<file path="src/sv/lprq_pkg.sv">
// Shared types and codes for the length-prefixed record ring queue.
// Used by lprq_front, lprq_back and the top level; no dependencies.
`default_nettype none

package lprq_pkg;

    typedef enum logic [1:0] {
        OP_OPEN = 2'd0,
        OP_DATA = 2'd1,
        OP_POP  = 2'd2,
        OP_NONE = 2'd3
    } op_t;

    typedef enum logic [2:0] {
        ST_OK       = 3'd0,
        ST_FULL     = 3'd1,
        ST_EMPTY    = 3'd2,
        ST_NOPUSH   = 3'd3,
        ST_PUSHOPEN = 3'd4
    } status_t;

    localparam int LEN_W  = 12;
    localparam int BYTE_W = 8;
    localparam int FREE_W = 13;
    localparam int CNT_W  = 12;

    typedef struct packed {
        op_t               op;
        logic [LEN_W-1:0]  len;
        logic [BYTE_W-1:0] din;
    } cmd_t;

endpackage

`default_nettype wire

</file>
<file path="src/sv/lprq_front.sv">
// Front end: accepts items, decodes the kind into an operation and holds
// them in a two-entry command queue for the back end. Depends on lprq_pkg.
`default_nettype none

module lprq_front (
    input  wire logic                       clk,
    input  wire logic                       rst_n,
    input  wire logic                       start,
    output logic                            busy,
    input  wire logic [1:0]                 kind,
    input  wire logic [lprq_pkg::LEN_W-1:0] record_length,
    input  wire logic [lprq_pkg::BYTE_W-1:0] data_in,
    output lprq_pkg::cmd_t                  cmd,
    output logic                            cmd_valid,
    input  wire logic                       cmd_pop
);
    import lprq_pkg::*;

    cmd_t       q_reg [2];
    logic       wr_ptr_reg, wr_ptr_next;
    logic       rd_ptr_reg, rd_ptr_next;
    logic [1:0] count_reg, count_next;
    logic       push;
    op_t        op_dec;

    always_comb
    begin
        unique case (kind)
            2'd0:    op_dec = OP_OPEN;
            2'd1:    op_dec = OP_DATA;
            2'd2:    op_dec = OP_POP;
            default: op_dec = OP_NONE;
        endcase
    end

    assign busy      = (count_reg == 2'd2);
    assign push      = start && !busy;
    assign cmd_valid = (count_reg != 2'd0);
    assign cmd       = q_reg[rd_ptr_reg];

    always_comb
    begin
        wr_ptr_next = push ? !wr_ptr_reg : wr_ptr_reg;
        rd_ptr_next = (cmd_pop && cmd_valid) ? !rd_ptr_reg : rd_ptr_reg;
        count_next  = count_reg + 2'(push) - 2'(cmd_pop && cmd_valid);
    end

    always_ff @(posedge clk)
    begin
        if (push)
        begin
            q_reg[wr_ptr_reg] <= '{op: op_dec, len: record_length, din: data_in};
        end
    end

    always_ff @(posedge clk or negedge rst_n)
    begin
        if (!rst_n)
        begin
            wr_ptr_reg <= 1'b0;
            rd_ptr_reg <= 1'b0;
            count_reg  <= 2'd0;
        end
        else
        begin
            wr_ptr_reg <= wr_ptr_next;
            rd_ptr_reg <= rd_ptr_next;
            count_reg  <= count_next;
        end
    end

    a_count_range: assert property (@(posedge clk) disable iff (!rst_n)
        count_reg != 2'd3) else $error("command queue overfilled");
    a_pop_needs_entry: assert property (@(posedge clk) disable iff (!rst_n)
        (count_reg == 2'd0) |=> (count_reg != 2'd2)) else $error("queue jumped");
    a_ptr_track: assert property (@(posedge clk) disable iff (!rst_n)
        (count_reg == 2'd0 || count_reg == 2'd2) |-> (wr_ptr_reg == rd_ptr_reg))
        else $error("queue pointers disagree with count");

endmodule

`default_nettype wire

</file>
<file path="config.mk">
export PLATFORM = sky130hd
export DESIGN_NAME = lprq_front
export DESIGN_NICKNAME = d
export VERILOG_FILES = /design/src/sv/lprq_pkg.sv /design/src/sv/lprq_front.sv
export SDC_FILE = /design/constraint.sdc
export NUM_CORES = 1
export LEC_CHECK = 0
export ABC_AREA = 1
export ABC_CLOCK_PERIOD_IN_PS = 1740
export BUFFER_PORTS_ARGS = -buffer_cell sky130_fd_sc_hd__buf_2
export CAP_MARGIN = 20
export CORE_MARGIN = 3
export CORE_UTILIZATION = 46
export DETAILED_ROUTE_END_ITERATION = 8
export PLACE_DENSITY = 0.8
export SLEW_MARGIN = 30
export SYNTH_ARGS = -nofsm -noshare
export SYNTH_HDL_FRONTEND = slang
export SYNTH_SLANG_ARGS = --single-unit
</file>
<file path="constraint.sdc">
create_clock -name clk -period 1.74 [get_ports clk]
set_input_delay 0.174 -clock clk [delete_from_list [all_inputs] [get_ports clk]]
set_output_delay 0.174 -clock clk [all_outputs]
set_load 0.01 [all_outputs]
</file>
# Word-level counts from Yosys, hierarchy flattened
# Memories as Yosys holds them, arrays and structs flattened.
# Cells that the tools add are included.
# W data, S select, Z words.
word_totals:
  input_bits: 26
  register_bits: 4
  mem_bits_rw: 44
  romBits: 0
  mem_count: 1
  latch_bits: 0
classes:
  reduce_logical: 7
  n_mux: 3
  bitwise: 0
  eq_ne: 3
  shift: 0
  mul: 0
  n_addsub: 2
  magnitude_cmp: 0
  n_div: 0
memory_table:
  columns: ["memory", "words", "width", "rd", "rd_clocked_by_memory_dff", "wr", "line", "rtl"]
  rows:
  - ["q_reg", 2, 22, 1, 0, 1, "lprq_front.sv:19", "cmd_t q_reg [2];"]
ops:
  columns: ["cell", "count"]
  rows:
  - ["$pmux W2 S3", 1]
  - ["$eq A2 B2 Y1 const B", 2]
  - ["$logic_not A1 Y1", 3]
  - ["$add A2 B1 Y2", 1]
  - ["$eq A2 B1 Y1 const B", 1]
  - ["$logic_and A1 B1 Y1", 2]
  - ["$logic_not A2 Y1", 1]
  - ["$mux W1", 2]
  - ["$reduce_bool A2 Y1", 1]
  - ["$sub A2 B1 Y2", 1]

# Longest topological paths before layout
# Gate-level depths: netlist of the first run.
logic_depth:
  word_depth: 5
  depth_mapped: 10
  ltp_nobuf: 10

# Worst setup path before layout of the first run
# OpenSTA, ideal clock, no wires.
synth_timing:
  path_kind: "register to register"
  start: "register count_reg[1]"
  end: "memory q_reg[1][0] (netlist name) (enable)"
  setup_ps: 401
  path_slack_ps: -160
  stages_incl_launch_ff: 4
  required_time_ps: 1339
  period_less_slack_ps: 1900
  arrival_time_ps: 1500
  cell_sequence: "dfrtp_1 -> nand2_1 -> nand2_1 -> nor2_1"
synth_between:
  elab_chain_cells: 5
synth_lines:
  columns: ["element", "line", "rtl"]
  rows:
  - ["from (decl)", "lprq_front.sv:22", "logic [1:0] count_reg, count_next;"]
  - ["from (signal assigned)", "lprq_front.sv:68", "count_reg <= count_next;"]
  - ["$eq A2 B2 Y1", "lprq_front.sv:36", "assign busy = (count_reg == 2'd2);"]
  - ["$logic_not A1 Y1", "lprq_front.sv:37", "assign push = start && !busy;"]
  - ["$logic_and A1 B1 Y1", "lprq_front.sv:37", null]
  - ["$mux W1", "lprq_front.sv:50", "if (push)"]
  - ["$mux W1 (implied by the code)", "lprq_front.sv:52", "q_reg[wr_ptr_reg] <= '{op: op_dec, len: record_length, din: data_in};"]
  - ["to (decl)", "lprq_front.sv:19", null]
# Every way passes these cells.

==> reports/summary.md, run 1 <==
The flow ran to the end, and the final reports show no timing, DRC or antenna violations. Once layout is complete, the cells apart from fillers number 253. Summing over every cut layer, the via total after detailed routing is 1168. The leading area contributor after synthesis is sky130_fd_sc_hd__edfxtp_1. For this block, the initial DRC count from the detailed router was 47. The final routed wirelength across all metal layers is 3130 um. The final worst-path cycle share is 0.849, and the area of the core is 3770 um^2. STA puts the critical path data arrival time at 1.30 ns.

The run gives 1183 as the via count of the first global-routing pass. For the worst-skew pair, the clock arrives at the later sink with an insertion delay of 0.29 ns. The run gives 2 as the worst-case clock buffer depth.

The worst setup path is of the flop to output port kind. The logs give 0.139 for the overall global routing resource usage and 0 for the DRC violation count after routing. For the number of library cell types mapped by synthesis, the log shows 11.

50 I/O pins were placed. The tools report the initial core utilization as 0.489. The run gives 0.771 as the share of synthesized area occupied by flip-flops and latches. The multi-input combinational cells in the finished layout cover a total of 343 um^2.

After synthesis, the cell types taking the most area are sky130_fd_sc_hd__edfxtp_1 (72%), sky130_fd_sc_hd__nand2_1 (16%), sky130_fd_sc_hd__dfrtp_1 (5.4%). For the cell area after layout, the log shows 2250 um^2. The highest attainable clock frequency is 0.677 GHz, and the estimated wirelength of the detail-placed design is 2160 um. The share of flip-flops with an asynchronous set or reset after synthesis is 0.0833, and the number of warning messages in the yosys log is 0.

Summed over all cells, the static leakage comes to 1.04 nW. The register with the most flip-flops in the layout has 44 of them. The repair_antennas step left the layout with diodes totalling 0.

For the setup fix buffers added after clock tree synthesis, the log shows 0. The area share of the largest cell type after synthesis was 0.716. Entering global routing, the biggest net connects 24 pins. The final worst clock skew is 0.00335 ns, and the routed via count divided by cell count is 4.62. Setup repair after global routing left no endpoint under its margin. In this run, CTS created clock tree buffers numbering 5. For the first-pass iteration count of the detailed router, the log shows 4. Post-synth design cell area: 1840 um^2. Overall power consumption after layout is estimated at 0.00369 W. The first global-routing pass estimated 5150 um of wire. For the synthesized net count, the log shows 177. The relative max-transition margin was 0.734; the internal power component was 0.00245 W. The category of the worst setup path launch point is a flop. In this run the worst hold path is classified as primary input to flop.

In this run the horizontal extent of the chip is 69.3 um. The mean routed wirelength per cell came out at 12.4 um. A synthesized cell averages 12.4 um^2.

Clock tree root buffer cell: sky130_fd_sc_hd__clkbuf_8. Of all nets on the critical path, the largest fanout is 23. The clock sink total is 48. Setup total negative slack on the finished layout was measured at 0 ns. Relative to the synthesized area, the layout overhead comes to 22.3%. The tools report the final number of hold-violating endpoints as 0. Number of core rows: 22. The number of antenna violations at the first check in global routing was 0.

For the pin with the worst max-slew slack, the measured transition is 0.398 ns. The count of buffers from port buffering came out at 49. Clock-pin slew was measured on the worst setup and hold paths at 0.08 ns.

Among all cell types in the netlist, the one instantiated most often is sky130_fd_sc_hd__nand2_1. Power spread over the standard cell area amounts to 1630 nW/um^2. The logs give 0.208 for the clock network power share and 4810 um^2 for the die area. TritonCTS built the clock tree. The number of pins exceeding their max-slew limit in the final report was 0. Shortest period the worst path allows: 1.48 ns.

For this run, the leading register cell type out of synthesis is sky130_fd_sc_hd__edfxtp_1. The floorplan step set the die height to 69.3 um. In the synthesized netlist, the number of instances is 149. The type of element capturing the critical path is an output port. The portion of total power attributed to sequential cells came out at 0.449. The run gives 0 as the total congestion overflow. Yosys mapped a number of flops with a built-in enable equal to 44. The net count of the finished layout is 232.

For the critical path required time, the log shows 1.57 ns. The fraction of final layout cells sized beyond drive strength 1 was 0.302; the part of the total power dissipated in combinational logic was 0.343. CTS built an H-tree with a depth of 2. Setup violations remaining at the end of the flow were counted as 0. Across the run, the number of max-cap violations was 0. The tools report the register area as 1420 um^2. After synthesis, the most frequently instantiated cells are sky130_fd_sc_hd__nand2_1 (79), sky130_fd_sc_hd__edfxtp_1 (44), sky130_fd_sc_hd__inv_1 (9), sky130_fd_sc_hd__dfrtp_1 (4), sky130_fd_sc_hd__nand3_1 (3).

Once placement finished, the instance area stood at 2140 um^2. For the post-route antenna net violation count, the log shows 0. Across the VDD grid, the largest voltage drop is 824 uV.

Routability-driven placement finished with a final weighted congestion of 0.730. The net switching fraction of the power works out to 0.336. The reported net switching power is 0.00124 W.

The number of placed instances, taps included, is 244. The post-synthesis sequential element count works out to 48. Number of fillers in the final layout: 315.
[layout by cell type (no fill, tap or decap)]
master,count
sky130_fd_sc_hd__nor2_2,1
sky130_fd_sc_hd__buf_2,49
sky130_fd_sc_hd__dlygate4sd3_1,1
sky130_fd_sc_hd__dfrtp_1,4
sky130_fd_sc_hd__clkinv_2,1
sky130_fd_sc_hd__bufinv_16,1
sky130_fd_sc_hd__edfxtp_1,44
sky130_fd_sc_hd__buf_4,4
sky130_fd_sc_hd__ha_1,2
sky130_fd_sc_hd__clkbuf_1,1
sky130_fd_sc_hd__clkbuf_8,5
sky130_fd_sc_hd__nand2_1,79
sky130_fd_sc_hd__inv_2,1
sky130_fd_sc_hd__inv_1,9
sky130_fd_sc_hd__nand3_1,3
[power by group through the flow]
stage          Clock, W  Combinational [W]  Sequential (W)
5_1_grt        0.000837            0.00144         0.00168
6_report       0.000766            0.00126         0.00165
3_5_place_dp          0            0.00129         0.00168
4_1_cts        0.000782            0.00129         0.00165
2_1_floorplan         0           0.000824         0.00168
3_3_place_gp          0            0.00125         0.00167
[per-layer routing]
layer,global-route usage,part of all wire,vias to the layer above
li1,-,-,590
met1,0.149,0.39,534
met2,0.250,0.52,40
met3,0.0536,0.075,4
met4,0.0434,0.0096,0
met5,0,0,-
[worst max-delay path, cell delays in order, from the launching register on]
cell                      delay (ns)
sky130_fd_sc_hd__dfrtp_1        0.39
sky130_fd_sc_hd__inv_2          0.31
sky130_fd_sc_hd__nand2_1        0.10
sky130_fd_sc_hd__nand2_1        0.08
sky130_fd_sc_hd__buf_2          0.12
[per-stage QoR]
step	utilization	setup slack (ns)	hold slack [ns]
global placement	0.567	0.411	-0.0163
global route	0.598	0.153	0.0499
CTS	0.598	0.241	0.0604
detailed placement	0.567	0.334	-0.0123
finish	0.598	0.263	0.0652
floorplan	-	0.195	-0.122
[kinds of logic (layout without fill, tap and decap cells)]
| family | Yosys count | in the layout | synth area share |
|---|---|---|---|
| flip-flops | 48 | 48 | 0.771 |
| AND/OR/NAND/NOR | 83 | 83 | 0.171 |
| adder cells (fa/ha/maj) | 2 | 2 | 0.0136 |
| buffers and inverters | 16 | 72 | 0.0448 |
[layout make-up]
class / count / area share
inverters: 10 / 0.0166
repair buffers: 54 / 0.127
well taps: 48 / 0.0266
multi-input cells: 85 / 0.152
flip-flops and latches: 48 / 0.630
clock inverters: 2 / 0.0155
clock buffers: 6 / 0.0322
[final timing paths]
check	from	endpoint	slack, ns	depth (start not counted)
setup / recovery	rd_ptr_reg	cmd[5]	0.26	4
hold / removal	data_in[3]	q_reg[1][3]	0.07	1
min in group asynchronous	rst_n	count_reg[0]	0.23	2
setup reg to reg	count_reg[0]	count_reg[1]	0.33	9
max in group asynchronous	rst_n	rd_ptr_reg	1.39	2
hold reg to reg	wr_ptr_reg	wr_ptr_reg	0.49	2
[what timing repair did]
item | in CTS | in global routing
endpoints found under the hold margin | 4 | 0
gates resized for setup | 0 | 0
hold buffers | 1 | 0
Note: power is estimated with default switching activity, not from simulation.
==> run 2: changes to the inputs <==
--- a/config.mk
+++ b/config.mk
@@ -5,8 +5,8 @@
 export SDC_FILE = /design/constraint.sdc
 export NUM_CORES = 1
 export LEC_CHECK = 0
-export ABC_AREA = 1
-export ABC_CLOCK_PERIOD_IN_PS = 1740
+export ABC_AREA = 0
+export ABC_CLOCK_PERIOD_IN_PS = 1300
 export BUFFER_PORTS_ARGS = -buffer_cell sky130_fd_sc_hd__buf_2
 export CAP_MARGIN = 20
 export CORE_MARGIN = 3
==> constraint.sdc (replaced) <==
create_clock -name clk -period 1.3 [get_ports clk]
set_input_delay 0.13 -clock clk [delete_from_list [all_inputs] [get_ports clk]]
set_output_delay 0.13 -clock clk [all_outputs]
set_load 0.01 [all_outputs]
==> reports/summary.md, run 2 <==
The run finished, with violations left. The checks that failed: negative setup slack. The cell with the most instances after synthesis was sky130_fd_sc_hd__edfxtp_1. The tools report the highest attainable clock frequency as 0.626 GHz.

The number of flip-flops under the largest register name is 44, and the shortest period the worst path allows is 1.60 ns. The tools report the number of antenna violations at the first check in global routing as 0. In the final routed layout, each cell accounts on average for 16.8 um.

The final worst-path cycle share is 1.23. In the layout the commonest cells are sky130_fd_sc_hd__edfxtp_1 (44), sky130_fd_sc_hd__buf_6 (30), sky130_fd_sc_hd__buf_2 (26). The multiplexer share of the synthesized area is 0.170. The complex-gate fraction of the synthesized area is 0. The type of element capturing the critical path is a flop.

Dividing the detail-routed via count by the number of cells gives 4.84. For this run, design rule violations remaining after detail routing come to 0. In the synthesized netlist the dominant register cell turns out to be sky130_fd_sc_hd__edfxtp_1. For the relative max-transition margin, the log shows 0.843. Clock-pin slew was measured on the worst setup and hold paths at 0.08 ns. The count of antenna diodes in the layout is 0, and the die extent in x is 69.9 um.

The post-synthesis sequential element count was 48. Pin placement for this block handled 50 I/O pins. The most common cell after layout, fill and taps aside is sky130_fd_sc_hd__edfxtp_1.

The weighted congestion at the end of routability-driven global placement is 0.708. The worst setup path is launched from a flop. The overall global routing resource usage is 0.140, and the setup violation total in the final timing report is 69. The count of buffers from port buffering was 49. In this run the core area contains 22 standard-cell rows. At the pin with the least slew margin, the transition time is 0.235 ns. After global routing the overflow that remains totals 0. The first detailed-routing pass took 4 iterations. The via count of the routed design was 1031; the estimated wirelength of the detail-placed design was 2060 um.

Die area: 4880 um^2. By count the netlist is led by sky130_fd_sc_hd__edfxtp_1 (44), sky130_fd_sc_hd__mux2_4 (19), sky130_fd_sc_hd__dfrtp_1 (4), sky130_fd_sc_hd__mux2_1 (3), sky130_fd_sc_hd__xnor2_1 (3). The area share of xor/xnor cells in the synthesized design works out to 0.0187.

The critical path required time is 1.48 ns. The initial core utilization was 0.494. For the worst setup path, the data arrival time is 1.78 ns. The via count of the first global-routing pass is 1082, and the number of warning messages in the yosys log is 0. Summing all non-filler instances in the final layout gives an area of 2830 um^2. CTS built an H-tree with a depth of 2.

The placed instances occupy a cell area of 2280 um^2. Summing every instance area after synthesis gives 1880 um^2. The clock sink total came out at 48.

Compared with the post-synthesis result, the final layout area differs by 50.9%. For the area of the core, the log shows 3800 um^2. The path class of the tightest hold or removal check is primary input to flop. TritonCTS built the clock tree.

The area share of the largest cell type after synthesis came out at 0.704. The die extent in y came out at 69.9 um. For the post-route antenna net violation count, the log shows 0. The run gives 0 as the number of maximum-capacitance constraint violations. Fraction of final layout cells sized beyond drive strength 1: 0.679.

For the worst-case clock buffer depth, the log shows 2. The dominant combinational cell family by area after synthesis was multiplexers. The run gives 116 as the synthesized net count. Adding up every negative setup slack in the final design gives -11.99 ns. The worst path setup slack after routing came out at -0.298 ns. The simple logic cell fraction of the synthesized area was 0.0200; the number of pins exceeding their max-slew limit in the final report was 0. The share of flip-flops with an asynchronous set or reset after synthesis was 0.0833; the leakage dissipation was 1.17 nW.

The synthesized instance count was 88. Start-to-end type of the worst setup path: flop to flop. The leading area contributor after synthesis is sky130_fd_sc_hd__edfxtp_1. The final number of hold-violating endpoints is 0, and the iteration-0 DRC count of the detailed router is 45.

In this run the power density over the cells is 2270 nW/um^2. Entering global routing, the biggest net connects 23 pins. Counting the buffers created by CTS gives 5.

In this run the clock root is driven by a sky130_fd_sc_hd__clkbuf_8. The fraction of the mapped netlist area in adder cells is 0.0133, and the peak supply drop is 1140 uV. The clock latency reported for the late side of the worst-skew pair was 0.29 ns. The final routed wirelength across all metal layers came out at 3580 um. Setup repair after global routing could not meet its margin everywhere.

For the global-route wire length before repair, the log shows 5180 um. The final worst clock skew was 0.00382 ns. The number of library cell types mapped by synthesis is 16, and the average cell area after synthesis is 21.3 um^2. The largest driver fanout on the critical path works out to 2. After synthesis, the cell types taking the most area are sky130_fd_sc_hd__edfxtp_1 (70%), sky130_fd_sc_hd__mux2_4 (15%), sky130_fd_sc_hd__dfrtp_1 (5.3%).

Counting flops with a built-in enable in the synthesized netlist gives 44. The share of synthesized area occupied by flip-flops and latches was 0.758; the final-stage net count was 192. OpenSTA, run right after detailed placement, puts the worst setup slack at -0.328 ns.
run 2: cell count changes after synthesis, moves of 2 or more:
| cell | delta |
|---|---|
| sky130_fd_sc_hd__mux2_1 | +3 |
| sky130_fd_sc_hd__nand2_1 | -78 |
| sky130_fd_sc_hd__mux2_4 | +19 |
| sky130_fd_sc_hd__buf_4 | -2 |
| sky130_fd_sc_hd__nand3_1 | -3 |
| sky130_fd_sc_hd__inv_1 | -7 |
| sky130_fd_sc_hd__xnor2_1 | +3 |
run 2: cell type report:
| cell class | count | area (um^2) |
|---|---|---|
| Sequential cell | 48 | 1420 |
| Fill cell | 225 | 968 |
| Timing Repair Buffer | 73 | 768 |
| Multi-Input combinational cell | 34 | 488 |
| Clock buffer | 6 | 72.6 |
| Tap cell | 48 | 60.1 |
| Clock inverter | 2 | 11.3 |
| Inverter | 2 | 7.51 |
run 2: worst max-delay path: stages, from the launching register on:
cell and delay [ns]:
sky130_fd_sc_hd__dfrtp_1 0.40, sky130_fd_sc_hd__or2_4 0.24, sky130_fd_sc_hd__and2_4 0.15, sky130_fd_sc_hd__ha_4 0.25, sky130_fd_sc_hd__inv_2 0.04, sky130_fd_sc_hd__ha_4 0.15
sky130_fd_sc_hd__xnor2_2 0.13, sky130_fd_sc_hd__xnor2_1 0.12
run 2: through the flow:
stage / power (W) / utilization / hold slack, ns / instances
floorplan: 0.00361 / - / -0.166 / 88
global placement: 0.00429 / 0.601 / -0.0641 / 189
detailed placement: 0.00436 / 0.601 / -0.0554 / 189
CTS: 0.00608 / 0.710 / 0.0147 / 206
global route: 0.00676 / 0.745 / 0.0109 / 213
finish: 0.00643 / 0.745 / 0.0219 / 213
run 2: cell families after synthesis:
logic type / count (synthesis)
buf+inv: 6
mux: 22
simple gates: 6
flops: 48
fa+ha+maj: 2
xor+xnor: 4
run 2: metal layers:
layer  GRT usage  vias to the layer above  share of wire
met5           0                        -              0
met1       0.148                      506           0.37
met3      0.0446                        5          0.057
li1            -                      483              -
met4      0.0511                        0          0.012
met2       0.258                       37           0.56
run 2: path summary, 6_finish.rpt:
| kind | startpoint | to | slack, ns | depth (start not counted) |
|---|---|---|---|---|
| max in group asynchronous | rst_n | rd_ptr_reg | 1.00 | 2 |
| worst max-delay path | count_reg[0] | count_reg[1] | -0.30 | 7 |
| worst max register to register | count_reg[0] | count_reg[1] | -0.30 | 7 |
| worst min-delay path | data_in[2] | q_reg[1][2] | 0.02 | 1 |
| min in group asynchronous | rst_n | count_reg[0] | 0.16 | 2 |
| worst min register to register | wr_ptr_reg | wr_ptr_reg | 0.59 | 1 |
run 2: what timing repair did:
item	4_1_cts	5_1_grt
endpoints found under the setup margin	69	69
gates cloned	4	4
resized for setup	33	11
hold endpoints to repair	4	0
hold buffers	1	0
buffers inserted	4	5
pin swaps	4	1
run 2: where the power goes:
part	internal, W	switching, W	total, W
registers	0.00213	0.000167	0.00230
logic	0.00211	0.00120	0.00331
clock network	0.000373	0.000452	0.000825
total	0.00461	0.00182	0.00643
